[config.mk]
export PLATFORM = sky130hd
export DESIGN_NAME = texel_address_generator_core
export DESIGN_NICKNAME = d
export VERILOG_FILES = /design/src/rtl/tag_pkg.sv /design/src/rtl/texel_address_generator_core.sv /design/src/rtl/tag_front.sv /design/src/rtl/tag_queue.sv /design/src/rtl/tag_back.sv
export SDC_FILE = /design/constraint.sdc
export NUM_CORES = 1
export LEC_CHECK = 0
export BUFFER_PORTS_ARGS = -buffer_cell sky130_fd_sc_hd__buf_2
export CAP_MARGIN = 20
export CORE_ASPECT_RATIO = 1.25
export CORE_MARGIN = 1.5
export CORE_UTILIZATION = 40
export CTS_BUF_LIST = sky130_fd_sc_hd__clkbuf_2
export CTS_CLUSTER_DIAMETER = 60
export CTS_CLUSTER_SIZE = 14
export DETAILED_ROUTE_END_ITERATION = 8
export PLACE_DENSITY = 0.53
export RECOVER_POWER = 25
export SLEW_MARGIN = 5
export SYNTH_ARGS = -nofsm -noshare
export SYNTH_HDL_FRONTEND = slang
export SYNTH_SLANG_ARGS = --single-unit
[constraint.sdc]
create_clock -name clk -period 4.89 [get_ports clk]
set_input_delay 0.2445 -clock clk [delete_from_list [all_inputs] [get_ports clk]]
set_output_delay 0.2445 -clock clk [all_outputs]
set_load 0.01 [all_outputs]
[src/rtl/tag_pkg.sv]
`default_nettype none

package tag_pkg;

    // tile storage defaults
    localparam int TILE_COUNT_DEF = 8;
    localparam int QUEUE_DEPTH    = 2;

    // texture memory addressing
    localparam int TMEM_ADDR_BITS = 12;
    localparam logic [11:0] ADDR_MASK      = 12'hfff;
    localparam logic [11:0] ADDR_MASK_HALF = 12'hffe;
    localparam logic [11:0] ADDR_MASK_WORD = 12'hffc;
    localparam logic [8:0]  LINE_MASK      = 9'h1ff;
    localparam int          PALETTE_AREA   = 'h100;
    localparam logic [11:0] PAL_BASE       = 12'((PALETTE_AREA * 8) & 'hfff);

    // whole-texel coordinate width kept after the fraction is dropped
    localparam int COORD_W = 13;

    // input actions
    localparam logic [1:0] ACT_SET_TILE = 2'd0;
    localparam logic [1:0] ACT_SET_SIZE = 2'd1;
    localparam logic [1:0] ACT_SAMPLE   = 2'd2;

    // queue operation codes
    localparam logic [1:0] OP_SET_TILE = 2'd0;
    localparam logic [1:0] OP_SET_SIZE = 2'd1;
    localparam logic [1:0] OP_SAMPLE   = 2'd2;
    localparam logic [1:0] OP_NO_TILE  = 2'd3;

    // size codes
    localparam logic [1:0] SIZE_4  = 2'd0;
    localparam logic [1:0] SIZE_8  = 2'd1;
    localparam logic [1:0] SIZE_16 = 2'd2;
    localparam logic [1:0] SIZE_32 = 2'd3;

    // format code for color index
    localparam logic [2:0] FMT_INDEX = 3'd2;

    // texel kinds
    localparam logic [2:0] KIND_16     = 3'd0;
    localparam logic [2:0] KIND_32     = 3'd1;
    localparam logic [2:0] KIND_INDEX8 = 3'd2;
    localparam logic [2:0] KIND_INTENS = 3'd3;
    localparam logic [2:0] KIND_INDEX4 = 3'd4;

    typedef struct packed {
        logic [1:0]         op;
        logic [2:0]         tile;
        logic [8:0]         base;
        logic [9:0]         line;
        logic [3:0]         palette;
        logic [2:0]         format;
        logic [1:0]         size_code;
        logic [3:0]         mask_s;
        logic [3:0]         mask_t;
        logic [11:0]        origin_s;
        logic [11:0]        origin_t;
        logic [COORD_W-1:0] s_whole;
        logic [COORD_W-1:0] t_whole;
    } tag_entry_t;

    typedef struct packed {
        logic full;
        logic empty;
    } tag_queue_status_t;

    // keep the low m bits when m is nonzero
    function automatic logic [COORD_W-1:0] apply_mask(input logic [COORD_W-1:0] v,
                                                      input logic [3:0] m);
        logic [COORD_W-1:0] keep;
        if (m == 4'd0 || 32'(m) >= COORD_W)
            keep = '1;
        else
            keep = ~({COORD_W{1'b1}} << m);
        return v & keep;
    endfunction

endpackage

`default_nettype wire

[src/rtl/texel_address_generator_core.sv]
// a sample result passes the queue and back-end stages a, b and c before it strobes
// throughput: one transaction per cycle; the back end drains the queue every cycle
// busy rises only when the two-entry queue between front and back is full
// results leave on a one-cycle strobe; the receiver cannot stall
// reset (async, active low): tile table cleared to zero, queue empty, no strobe
`default_nettype none

module texel_address_generator_core #(
    parameter int TILE_COUNT = tag_pkg::TILE_COUNT_DEF
) (
    input  wire logic               clk,
    input  wire logic               rst_n,
    // request transaction
    input  wire logic               start,
    output logic                    busy,
    input  wire logic [1:0]         action,
    input  wire logic [63:0]        command_word,
    input  wire logic [2:0]         tile_index,
    input  wire logic signed [31:0] s_coord,
    input  wire logic signed [31:0] t_coord,
    // result transaction
    output logic                    result_strobe,
    output logic [11:0]             texel_address,
    output logic [2:0]              texel_kind,
    output logic                    nibble_high,
    output logic [11:0]             palette_base,
    output logic                    no_texel
);

    tag_pkg::tag_entry_t        front_entry;
    tag_pkg::tag_entry_t        head;
    tag_pkg::tag_queue_status_t q_status;
    logic                       front_push;
    logic                       accept;

    // a transaction is taken whenever the queue has room
    assign busy   = q_status.full;
    assign accept = start && !busy;

    // front end: decode the command word, check the tile number, drop
    // unused actions and out-of-range tile writes
    tag_front #(
        .TILE_COUNT (TILE_COUNT)
    ) u_front (
        .sel          (accept),
        .action       (action),
        .command_word (command_word),
        .tile_index   (tile_index),
        .s_coord      (s_coord),
        .t_coord      (t_coord),
        .push         (front_push),
        .entry        (front_entry)
    );

    // short queue so front and back stall independently; keeps order so
    // tile writes land before any later sample reads them
    tag_queue u_queue (
        .clk        (clk),
        .rst_n      (rst_n),
        .push       (front_push),
        .push_entry (front_entry),
        .pop        (!q_status.empty),
        .head       (head),
        .status     (q_status)
    );

    // back end: tile table updates at pop, sample pipeline of three
    // register stages (mask, row multiply, kind select)
    tag_back #(
        .TILE_COUNT (TILE_COUNT)
    ) u_back (
        .clk           (clk),
        .rst_n         (rst_n),
        .head_valid    (!q_status.empty),
        .head          (head),
        .result_strobe (result_strobe),
        .texel_address (texel_address),
        .texel_kind    (texel_kind),
        .nibble_high   (nibble_high),
        .palette_base  (palette_base),
        .no_texel      (no_texel)
    );

endmodule

`default_nettype wire

[src/rtl/tag_front.sv]
`default_nettype none

module tag_front #(
    parameter int TILE_COUNT = tag_pkg::TILE_COUNT_DEF
) (
    input  wire logic                sel,
    input  wire logic [1:0]          action,
    input  wire logic [63:0]         command_word,
    input  wire logic [2:0]          tile_index,
    input  wire logic signed [31:0]  s_coord,
    input  wire logic signed [31:0]  t_coord,
    output logic                     push,
    output tag_pkg::tag_entry_t      entry
);

    logic [2:0] cmd_tile;
    logic       cmd_tile_ok;
    logic       smp_tile_ok;
    logic [8:0] raw_line;

    assign cmd_tile    = command_word[26:24];
    assign cmd_tile_ok = int'(cmd_tile) < TILE_COUNT;
    assign smp_tile_ok = int'(tile_index) < TILE_COUNT;
    assign raw_line    = command_word[49:41] & tag_pkg::LINE_MASK;

    always_comb
    begin
        entry           = '0;
        push            = 1'b0;
        entry.base      = command_word[40:32];
        entry.palette   = command_word[23:20];
        entry.format    = command_word[55:53];
        entry.size_code = command_word[52:51];
        entry.mask_t    = command_word[17:14];
        entry.mask_s    = command_word[7:4];
        entry.origin_s  = command_word[55:44];
        entry.origin_t  = command_word[43:32];
        entry.s_whole   = s_coord[tag_pkg::COORD_W+9:10];
        entry.t_whole   = t_coord[tag_pkg::COORD_W+9:10];
        // 32-bit tiles count line in half-words of the stored unit
        if (command_word[52:51] == tag_pkg::SIZE_32)
            entry.line = {raw_line, 1'b0};
        else
            entry.line = {1'b0, raw_line};
        case (action)
            tag_pkg::ACT_SET_TILE:
            begin
                entry.op   = tag_pkg::OP_SET_TILE;
                entry.tile = cmd_tile;
                push       = sel && cmd_tile_ok;
            end
            tag_pkg::ACT_SET_SIZE:
            begin
                entry.op   = tag_pkg::OP_SET_SIZE;
                entry.tile = cmd_tile;
                push       = sel && cmd_tile_ok;
            end
            tag_pkg::ACT_SAMPLE:
            begin
                entry.op   = smp_tile_ok ? tag_pkg::OP_SAMPLE : tag_pkg::OP_NO_TILE;
                entry.tile = tile_index;
                push       = sel;
            end
            default:
            begin
                entry.op   = tag_pkg::OP_NO_TILE;
                entry.tile = tile_index;
                push       = 1'b0;
            end
        endcase
    end

endmodule

`default_nettype wire

[src/rtl/tag_queue.sv]
`default_nettype none

module tag_queue (
    input  wire logic                   clk,
    input  wire logic                   rst_n,
    input  wire logic                   push,
    input  wire tag_pkg::tag_entry_t    push_entry,
    input  wire logic                   pop,
    output tag_pkg::tag_entry_t         head,
    output tag_pkg::tag_queue_status_t  status
);

    localparam int PTR_W = (tag_pkg::QUEUE_DEPTH > 1) ? $clog2(tag_pkg::QUEUE_DEPTH) : 1;
    localparam int CNT_W = $clog2(tag_pkg::QUEUE_DEPTH + 1);
    localparam logic [PTR_W-1:0] LAST_PTR = PTR_W'(tag_pkg::QUEUE_DEPTH - 1);
    localparam logic [CNT_W-1:0] FULL_CNT = CNT_W'(tag_pkg::QUEUE_DEPTH);

    tag_pkg::tag_entry_t slot_reg [tag_pkg::QUEUE_DEPTH];
    logic [PTR_W-1:0] wr_ptr_reg, wr_ptr_next;
    logic [PTR_W-1:0] rd_ptr_reg, rd_ptr_next;
    logic [CNT_W-1:0] count_reg, count_next;
    logic             do_push;
    logic             do_pop;

    assign status.full  = (count_reg == FULL_CNT);
    assign status.empty = (count_reg == '0);
    assign do_push      = push && !status.full;
    assign do_pop       = pop && !status.empty;
    assign head         = slot_reg[rd_ptr_reg];

    always_comb
    begin
        wr_ptr_next = wr_ptr_reg;
        rd_ptr_next = rd_ptr_reg;
        count_next  = count_reg;
        if (do_push)
            wr_ptr_next = (wr_ptr_reg == LAST_PTR) ? '0 : wr_ptr_reg + 1'b1;
        if (do_pop)
            rd_ptr_next = (rd_ptr_reg == LAST_PTR) ? '0 : rd_ptr_reg + 1'b1;
        if (do_push && !do_pop)
            count_next = count_reg + 1'b1;
        else if (do_pop && !do_push)
            count_next = count_reg - 1'b1;
    end

    always_ff @(posedge clk or negedge rst_n)
    begin
        if (!rst_n)
        begin
            wr_ptr_reg <= '0;
            rd_ptr_reg <= '0;
            count_reg  <= '0;
        end
        else
        begin
            wr_ptr_reg <= wr_ptr_next;
            rd_ptr_reg <= rd_ptr_next;
            count_reg  <= count_next;
        end
    end

    always_ff @(posedge clk)
    begin
        if (do_push)
            slot_reg[wr_ptr_reg] <= push_entry;
    end

endmodule

`default_nettype wire

[src/rtl/tag_back.sv]
`default_nettype none

module tag_back #(
    parameter int TILE_COUNT = tag_pkg::TILE_COUNT_DEF
) (
    input  wire logic                clk,
    input  wire logic                rst_n,
    input  wire logic                head_valid,
    input  wire tag_pkg::tag_entry_t head,
    output logic                     result_strobe,
    output logic [11:0]              texel_address,
    output logic [2:0]               texel_kind,
    output logic                     nibble_high,
    output logic [11:0]              palette_base,
    output logic                     no_texel
);

    localparam int TIDX_W = (TILE_COUNT > 1) ? $clog2(TILE_COUNT) : 1;
    localparam int CW     = tag_pkg::COORD_W;

    // tile descriptor table
    logic [8:0]  base_reg     [TILE_COUNT];
    logic [9:0]  line_reg     [TILE_COUNT];
    logic [3:0]  palette_reg  [TILE_COUNT];
    logic [2:0]  format_reg   [TILE_COUNT];
    logic [1:0]  size_reg     [TILE_COUNT];
    logic [3:0]  mask_s_reg   [TILE_COUNT];
    logic [3:0]  mask_t_reg   [TILE_COUNT];
    logic [11:0] origin_s_reg [TILE_COUNT];
    logic [11:0] origin_t_reg [TILE_COUNT];

    logic [TIDX_W-1:0] idx;
    logic              wr_tile;
    logic              wr_size;
    logic              is_sample;
    logic [CW-1:0]     s_next;
    logic [CW-1:0]     t_next;

    // stage a: origin subtracted and masked
    logic          a_valid_reg;
    logic          a_none_reg;
    logic [CW-1:0] a_s_reg;
    logic [8:0]    a_t_reg;
    logic [8:0]    a_base_reg;
    logic [9:0]    a_line_reg;
    logic [3:0]    a_pal_reg;
    logic [2:0]    a_fmt_reg;
    logic [1:0]    a_size_reg;

    // stage b: row address
    logic          b_valid_reg;
    logic          b_none_reg;
    logic [CW-1:0] b_s_reg;
    logic [11:0]   b_row_reg;
    logic [3:0]    b_pal_reg;
    logic [2:0]    b_fmt_reg;
    logic [1:0]    b_size_reg;
    logic [18:0]   product;
    logic [11:0]   row_next;

    // stage c: result
    logic        strobe_reg;
    logic [11:0] addr_reg, addr_next;
    logic [2:0]  kind_reg, kind_next;
    logic        nib_reg, nib_next;
    logic [11:0] pal_reg, pal_next;
    logic        none_reg, none_next;

    assign idx       = head.tile[TIDX_W-1:0];
    assign wr_tile   = head_valid && (head.op == tag_pkg::OP_SET_TILE);
    assign wr_size   = head_valid && (head.op == tag_pkg::OP_SET_SIZE);
    assign is_sample = head_valid &&
                       (head.op == tag_pkg::OP_SAMPLE || head.op == tag_pkg::OP_NO_TILE);

    assign s_next = tag_pkg::apply_mask(head.s_whole - {3'b0, origin_s_reg[idx][11:2]},
                                        mask_s_reg[idx]);
    assign t_next = tag_pkg::apply_mask(head.t_whole - {3'b0, origin_t_reg[idx][11:2]},
                                        mask_t_reg[idx]);

    always_ff @(posedge clk or negedge rst_n)
    begin
        if (!rst_n)
        begin
            for (int i = 0; i < TILE_COUNT; i++)
            begin
                base_reg[i]     <= '0;
                line_reg[i]     <= '0;
                palette_reg[i]  <= '0;
                format_reg[i]   <= '0;
                size_reg[i]     <= '0;
                mask_s_reg[i]   <= '0;
                mask_t_reg[i]   <= '0;
                origin_s_reg[i] <= '0;
                origin_t_reg[i] <= '0;
            end
        end
        else
        begin
            if (wr_tile)
            begin
                base_reg[idx]    <= head.base;
                line_reg[idx]    <= head.line;
                palette_reg[idx] <= head.palette;
                format_reg[idx]  <= head.format;
                size_reg[idx]    <= head.size_code;
                mask_s_reg[idx]  <= head.mask_s;
                mask_t_reg[idx]  <= head.mask_t;
            end
            if (wr_size)
            begin
                origin_s_reg[idx] <= head.origin_s;
                origin_t_reg[idx] <= head.origin_t;
            end
        end
    end

    // only low 9 bits of t times line survive the wrap after the times-8
    assign product  = a_t_reg * a_line_reg;
    assign row_next = {a_base_reg, 3'b0} + {product[8:0], 3'b0};

    always_comb
    begin
        addr_next = '0;
        kind_next = tag_pkg::KIND_16;
        nib_next  = 1'b0;
        pal_next  = '0;
        none_next = 1'b0;
        if (b_none_reg)
            none_next = 1'b1;
        else
        begin
            case (b_size_reg)
                tag_pkg::SIZE_16:
                begin
                    kind_next = tag_pkg::KIND_16;
                    addr_next = (b_row_reg + {b_s_reg[10:0], 1'b0}) & tag_pkg::ADDR_MASK_HALF;
                end
                tag_pkg::SIZE_32:
                begin
                    kind_next = tag_pkg::KIND_32;
                    addr_next = (b_row_reg + {b_s_reg[9:0], 2'b0}) & tag_pkg::ADDR_MASK_WORD;
                end
                tag_pkg::SIZE_8:
                begin
                    addr_next = (b_row_reg + b_s_reg[11:0]) & tag_pkg::ADDR_MASK;
                    if (b_fmt_reg == tag_pkg::FMT_INDEX)
                    begin
                        kind_next = tag_pkg::KIND_INDEX8;
                        pal_next  = tag_pkg::PAL_BASE;
                    end
                    else
                        kind_next = tag_pkg::KIND_INTENS;
                end
                default:
                begin
                    if (b_fmt_reg == tag_pkg::FMT_INDEX)
                    begin
                        kind_next = tag_pkg::KIND_INDEX4;
                        addr_next = (b_row_reg + b_s_reg[12:1]) & tag_pkg::ADDR_MASK;
                        nib_next  = b_s_reg[0];
                        pal_next  = tag_pkg::PAL_BASE + {1'b0, b_pal_reg, 7'b0};
                    end
                    else
                        none_next = 1'b1;
                end
            endcase
        end
    end

    always_ff @(posedge clk or negedge rst_n)
    begin
        if (!rst_n)
        begin
            a_valid_reg <= 1'b0;
            b_valid_reg <= 1'b0;
            strobe_reg  <= 1'b0;
        end
        else
        begin
            a_valid_reg <= is_sample;
            b_valid_reg <= a_valid_reg;
            strobe_reg  <= b_valid_reg;
        end
    end

    always_ff @(posedge clk)
    begin
        a_none_reg <= (head.op == tag_pkg::OP_NO_TILE);
        a_s_reg    <= s_next;
        a_t_reg    <= t_next[8:0];
        a_base_reg <= base_reg[idx];
        a_line_reg <= line_reg[idx];
        a_pal_reg  <= palette_reg[idx];
        a_fmt_reg  <= format_reg[idx];
        a_size_reg <= size_reg[idx];

        b_none_reg <= a_none_reg;
        b_s_reg    <= a_s_reg;
        b_row_reg  <= row_next;
        b_pal_reg  <= a_pal_reg;
        b_fmt_reg  <= a_fmt_reg;
        b_size_reg <= a_size_reg;

        addr_reg   <= addr_next;
        kind_reg   <= kind_next;
        nib_reg    <= nib_next;
        pal_reg    <= pal_next;
        none_reg   <= none_next;
    end

    assign result_strobe = strobe_reg;
    assign texel_address = addr_reg;
    assign texel_kind    = kind_reg;
    assign nibble_high   = nib_reg;
    assign palette_base  = pal_reg;
    assign no_texel      = none_reg;

endmodule

`default_nettype wire

# ---- Word-level counts from Yosys, hierarchy flattened
# Memories as Yosys holds them, arrays and structs flattened.
# Index checks and enable logic that the tools add are counted.
dict set report totals {
  reg_bits 602
  mem_bits_rw 182
  inputBits 136
  elab_cells 227
  memories 1
}
# memory depth width rd rd_ports_with_merged_regs write_ports line_no
set memory_table {}
lappend memory_table {u_queue.slot_reg 2 91 1 0 1 tag_queue.sv:18} ;# tag_pkg::tag_entry_t slot_reg [tag_pkg::QUEUE_DEPTH];
dict set report classes {
  addsub 12
  n_mul 1
  magnitude_cmp 4
  n_eq_ne 11
  n_shift 2
  mux 69
  n_bitwise 6
  n_reduce_logical 24
}
# cell n
set ops {}
lappend ops {{bitwise mux 96 bit} 2}
lappend ops {{bitwise mux 32 bit} 3}
lappend ops {{bitwise mux 80 bit} 1}
lappend ops {{binary-select mux 12 bit (select 3 bit)} 2}
lappend ops {{bitwise mux 72 bit} 1}
lappend ops {{2-to-1 mux 12 bit} 6}
lappend ops {{adder 12 bit} 5}
lappend ops {{2-to-1 mux 10 bit} 4}
lappend ops {{binary-select mux 4 bit (select 3 bit)} 3}
lappend ops {{demux 12 bit (select 3 bit)} 1}
lappend ops {{2-to-1 mux 9 bit} 4}
lappend ops {{case mux 12 bit (3 select lines)} 1}
lappend ops {{binary-select mux 10 bit (select 3 bit)} 1}
lappend ops {{demux 10 bit (select 3 bit)} 1}
lappend ops {{2-to-1 mux 4 bit} 7}
lappend ops {{binary-select mux 9 bit (select 3 bit)} 1}
lappend ops {{demux 9 bit (select 3 bit)} 1}
lappend ops {{bitwise mux 24 bit} 1}
lappend ops {{case mux 12 bit (2 select lines)} 1}
lappend ops {{2-to-1 mux 11 bit} 2}
lappend ops {{bitwise mux 16 bit} 1}
lappend ops {{case mux 5 bit (3 select lines)} 1}
lappend ops {{equality test 2 bit, second input constant} 7}
lappend ops {{AND 13 bit} 1}
lappend ops {{other kinds (37)} 71}

# ---- Depth between registers and ports, before layout
dict set report logic_depth {
  ltp_word 9
  mapped_depth 19
}

# ---- Cells and area by module
# A second synthesis with hierarchy kept.
dict set report unflattened {
  hier_cells 2281
  area_unflattened_um2 32442.4
}
# mod instances cells_per_inst area_per_inst_um2 seq_area_each_um2
set modules_own_cells {}
lappend modules_own_cells {tag_back 1 1884 24531.0 12967.4}
lappend modules_own_cells {tag_queue 1 302 7163.1 5565.3}
lappend modules_own_cells {tag_front 1 93 730.7 0.0}
lappend modules_own_cells {texel_address_generator_core 1 2 17.5 0.0}

# ---- Least setup slack after synthesis
# No wires, ideal clock.
dict set report synth_timing {
  kind {register -> register}
  startpoint {reg u_queue.count_reg[0]}
  endpoint {mem u_queue.slot_reg[0][0] (netlist bit), enable pin}
  setup_ns 0.497
  arrival_time_ns 3.576
  required_ns 4.393
  slack_ns 0.818
  path_stages_with_launch 4
  path_buffers 0
  synth_period_minus_slack_ns 4.072
  cell_sequence {dfrtp_1 > nand2b_1 > nand3_1 > nor2_1}
}
dict set report synth_via {
  elab_chain_len 7
}
# item line_no
set synth_lines {}
lappend synth_lines {{from (decl)} tag_queue.sv:21} ;# logic [CNT_W-1:0] count_reg, count_next;
lappend synth_lines {{from (signal assigned)} tag_queue.sv:58} ;# count_reg <= count_next;
lappend synth_lines {{equality test 2 bit *} tag_queue.sv:25} ;# assign status.full = (count_reg == FULL_CNT);
lappend synth_lines {{zero test 1 bit *} {texel_address_generator_core.sv:38, tag_queue.sv:27}}
lappend synth_lines {{logical AND 1 bit} texel_address_generator_core.sv:38} ;# assign accept = start && !busy;
lappend synth_lines {{2-to-1 mux 1 bit} tag_front.sv:45} ;# case (action)
lappend synth_lines {{logical AND 1 bit *} tag_queue.sv:27} ;# assign do_push = push && !status.full;
lappend synth_lines {{2-to-1 mux 1 bit *} tag_queue.sv:64} ;# if (do_push)
lappend synth_lines {{2-to-1 mux 1 bit (not written as such) *} tag_queue.sv:65} ;# slot_reg[wr_ptr_reg] <= push_entry;
lappend synth_lines {{to (decl)} tag_queue.sv:18}
# Every way passes the cells marked *; elsewhere a longest branch is shown, timed or not.

# ---- Worst setup path after layout
dict set report layout_timing {
  startpoint {reg u_queue.rd_ptr_reg}
  endpoint {reg u_back.a_s_reg[12]}
}
dict set report layout_via {
  elab_chain_len 9
}
# item line_no
set layout_lines {}
lappend layout_lines {{from (decl)} tag_queue.sv:20} ;# logic [PTR_W-1:0] rd_ptr_reg, rd_ptr_next;
lappend layout_lines {{from (signal assigned)} tag_queue.sv:57} ;# rd_ptr_reg <= rd_ptr_next;
lappend layout_lines {{memory (2 x 91 bit) *} -}
lappend layout_lines {{parallel branches: the longest is 7 deep, another holds subtractor 13 x 10 -> 13 bit} -}
lappend layout_lines {{AND 13 bit *} tag_pkg.sv:77} ;# return v & keep;
lappend layout_lines {{via u_back.s_next[12]} tag_back.sv:36} ;# logic [CW-1:0] s_next;
lappend layout_lines {{to (signal assigned)} tag_back.sv:189} ;# a_s_reg <= s_next;
lappend layout_lines {{to (decl)} tag_back.sv:42} ;# logic [CW-1:0] a_s_reg;
# Mark *: on every way through the listed nets, which the timed path passes. The select of a mux whose other input is x is not followed.
# A chain may end at the register's enable or synchronous reset.

==> run metrics <==
yosys warns 0; number of global-route vias before repair 21260; EDFF count, synth 138; hold path endpoint u_queue.wr_ptr_reg; vias 21460; CTS Buffer Depth 3; CTS Buf Count 57; first-pass GRT wire length 128100 um; most common cell after layout, fill and taps aside dfrtp_1; detailed placement HPWL 55510 um; Peak supply drop 509.4 uV; WL final 84340 um; Via density 5.380; Least-Margin Pin Slew 3084 ps; Die Width 245.4 um; number of placement rows 110; Initial Util 40.59%; GRT Total Usage 22.53%; Setup CP Type reg2reg; first drt pass iteration count 6; # IOs 167; Finish-stage setup viols 0; Design Area, Final 33020 um^2; RSZ-0062 raised after global routing no; arrival time of the worst setup path 5330 ps; status finished, violations left; CORE AREA 72390 um^2; most frequent cells in the layout 438 x dfrtp_1, 428 x a21oi_1, 384 x nor2_1, 334 x nand2_1, 139 x o21ai_0; DIE AREA 75110 um^2; Fmax 0.2394 GHz; Post-DRT Antenna Nets 0; drt drc 0; failing checks max-capacitance violations, max-slew violations; gpl congestion 0.8390; Yosys reg bits 681; max cap viols 4; initial antenna violation count 2; grt met1 use 28.88%; startpoint types flop; reg2reg start u_queue.rd_ptr_reg; largest net degree at the start of global routing 122; share of the clock period used by the worst path 85.44%; Rel. slew slack -105.6%; sequential fraction of the synthesis area 58.57%; Die Height 306.0 um; final max-slew violation count 391; H-tree depth 2; Setup Total Neg Slack 0 ps; global-route met3 utilization 2.985%; final net count 3212; post-placement cell area 31130 um^2; Hold Path Class in2reg; worst-path maximum fanout 22; share of cells above drive strength 1 11.86%; Post-Syn Area per Cell 10.54 um^2; Tmin final 4178 ps; Routed wire per std cell 21.14 um; Clk pin slew, worst setup/hold paths 260 ps; Setup Skew 163.8 ps; Worst Min Path Start action[1]; worst r2r dst u_back.a_s_reg[12]; CTS tree yes; Lkg Pwr 14.04 nW; clk_lat worst skew 1210 ps; R2R setup slack 710 ps; number of library cell types mapped by synthesis 84; CP required 6040 ps; area grow syn2layout 12.37%; Worst setup EP type flop; power density over cell area 741.4 nW/um^2; max reg flops 138; gr busiest metal met2; I/O Buffers 92; ys async rst share 64.46%; Post-Route Utilization 45.61%; GRT Residual Overflow 0; clk sink count 681; clk root buf clkbuf_2; r2r worst-path depth 14; Fin. Hold Viols 0; Cell Area, Synth 29380 um^2; WHS Path Cells 5; Iter 0 DRT Violations 1597; Syn Inst Count 2789; fill count 6845; top_reg_cell synth dfrtp_1; met2 Track Usage GR 39.69%
[logic make-up after synthesis]
kind of cell    synth area share, %
compound gates                15.01
flops                         58.57
buf+inv                       3.415
fa+ha+maj                     4.122
mux                           5.024
xor+xnor                      1.908
simple gates                  11.94
other cells                 0.01276
[how the worst max path moves through the flow]
stage	startpoint	to	slack, ps
2_1_floorplan	u_queue.count_reg[0]	u_queue.slot_reg[0][0]	820
3_3_place_gp	u_queue.rd_ptr_reg	u_back.a_t_reg[7]	720
3_5_place_dp	u_queue.rd_ptr_reg	u_back.a_t_reg[7]	730
4_1_cts	u_back.a_t_reg[0]	u_back.b_row_reg[11]	700
5_1_grt	u_queue.rd_ptr_reg	u_back.a_s_reg[12]	440
6_report	u_queue.rd_ptr_reg	u_back.a_s_reg[12]	710
[Yosys cell counts, drive strengths merged, types with 32 or more instances]
| cell type | count | share of area [%] |
|---|---|---|
| dfxtp | 104 | 7.1 |
| mux2 | 32 | 1.3 |
| nand2 | 334 | 4.3 |
| ha | 60 | 2.6 |
| buf | 73 | 1.4 |
| clkbuf | 107 | 1.4 |
| nor2 | 389 | 5.0 |
| inv | 51 | 0.65 |
| o21ai | 139 | 2.4 |
| a21oi | 430 | 7.3 |
| xnor2 | 43 | 1.3 |
| dfrtp | 439 | 37 |
| edfxtp | 138 | 14 |
| mux2i | 85 | 3.0 |
[power breakdown]
part           internal, mW  switching, mW  total (mW)
sequential             8.30           1.38        9.68
clock                 0.553           1.86        2.42
combinational          5.02           7.37        12.4
[worst max-delay path: stages, from the launching register on]
cell and delay, ps:
dfrtp_4 620, mux2i_4 680, buf_12 260, nand2_1 60
and3_1 160, a311oi_1 240, a31oi_1 180, ha_1 420
nor2b_1 150, o21ai_0 260, a211oi_1 150, o41a_1 350
nor3b_1 260, xnor2_1 150, a21boi_1 160
[area by class of cell]
class	instances	area (um^2)	area share, %
Inverter	52	195.2	0.5912
Antenna cell	1	2.502	0.007579
Multi-Input combinational cell	1882	11290	34.21
Timing Repair Buffer	319	2565	7.768
Clock buffer	91	455.4	1.379
Tap cell	952	1191	3.608
Sequential cell	681	17220	52.14
Clock inverter	11	98.84	0.2994
[timing repair]
action / CTS / global route
hold endpoints to repair: 682 / 0
gates resized for setup: 0 / 0
hold buffers: 138 / 0
buffers inserted: 0 / 0
[per-stage QoR]
step | total power [mW] | cells | hold slack (ps) | setup slack, ps
2_1_floorplan | 18.26 | 2795 | -51.09 | 817.8
3_3_place_gp | 21.81 | 3748 | 312.0 | 724.2
3_5_place_dp | 22.21 | 3748 | 312.1 | 733.8
4_1_cts | 24.72 | 3988 | 12.85 | 703.3
5_1_grt | 26.51 | 3989 | 192.2 | 444.5
6_report | 24.48 | 3989 | 264.9 | 712.2
[routing by layer]
layer,part of all wire [%],vias to the layer above
met5,0.015,-
li1,-,10080
met4,2.5,2
met2,51,621
met3,5.2,123
met1,42,10640
No activity file was read; power rests on OpenSTA's default activity.
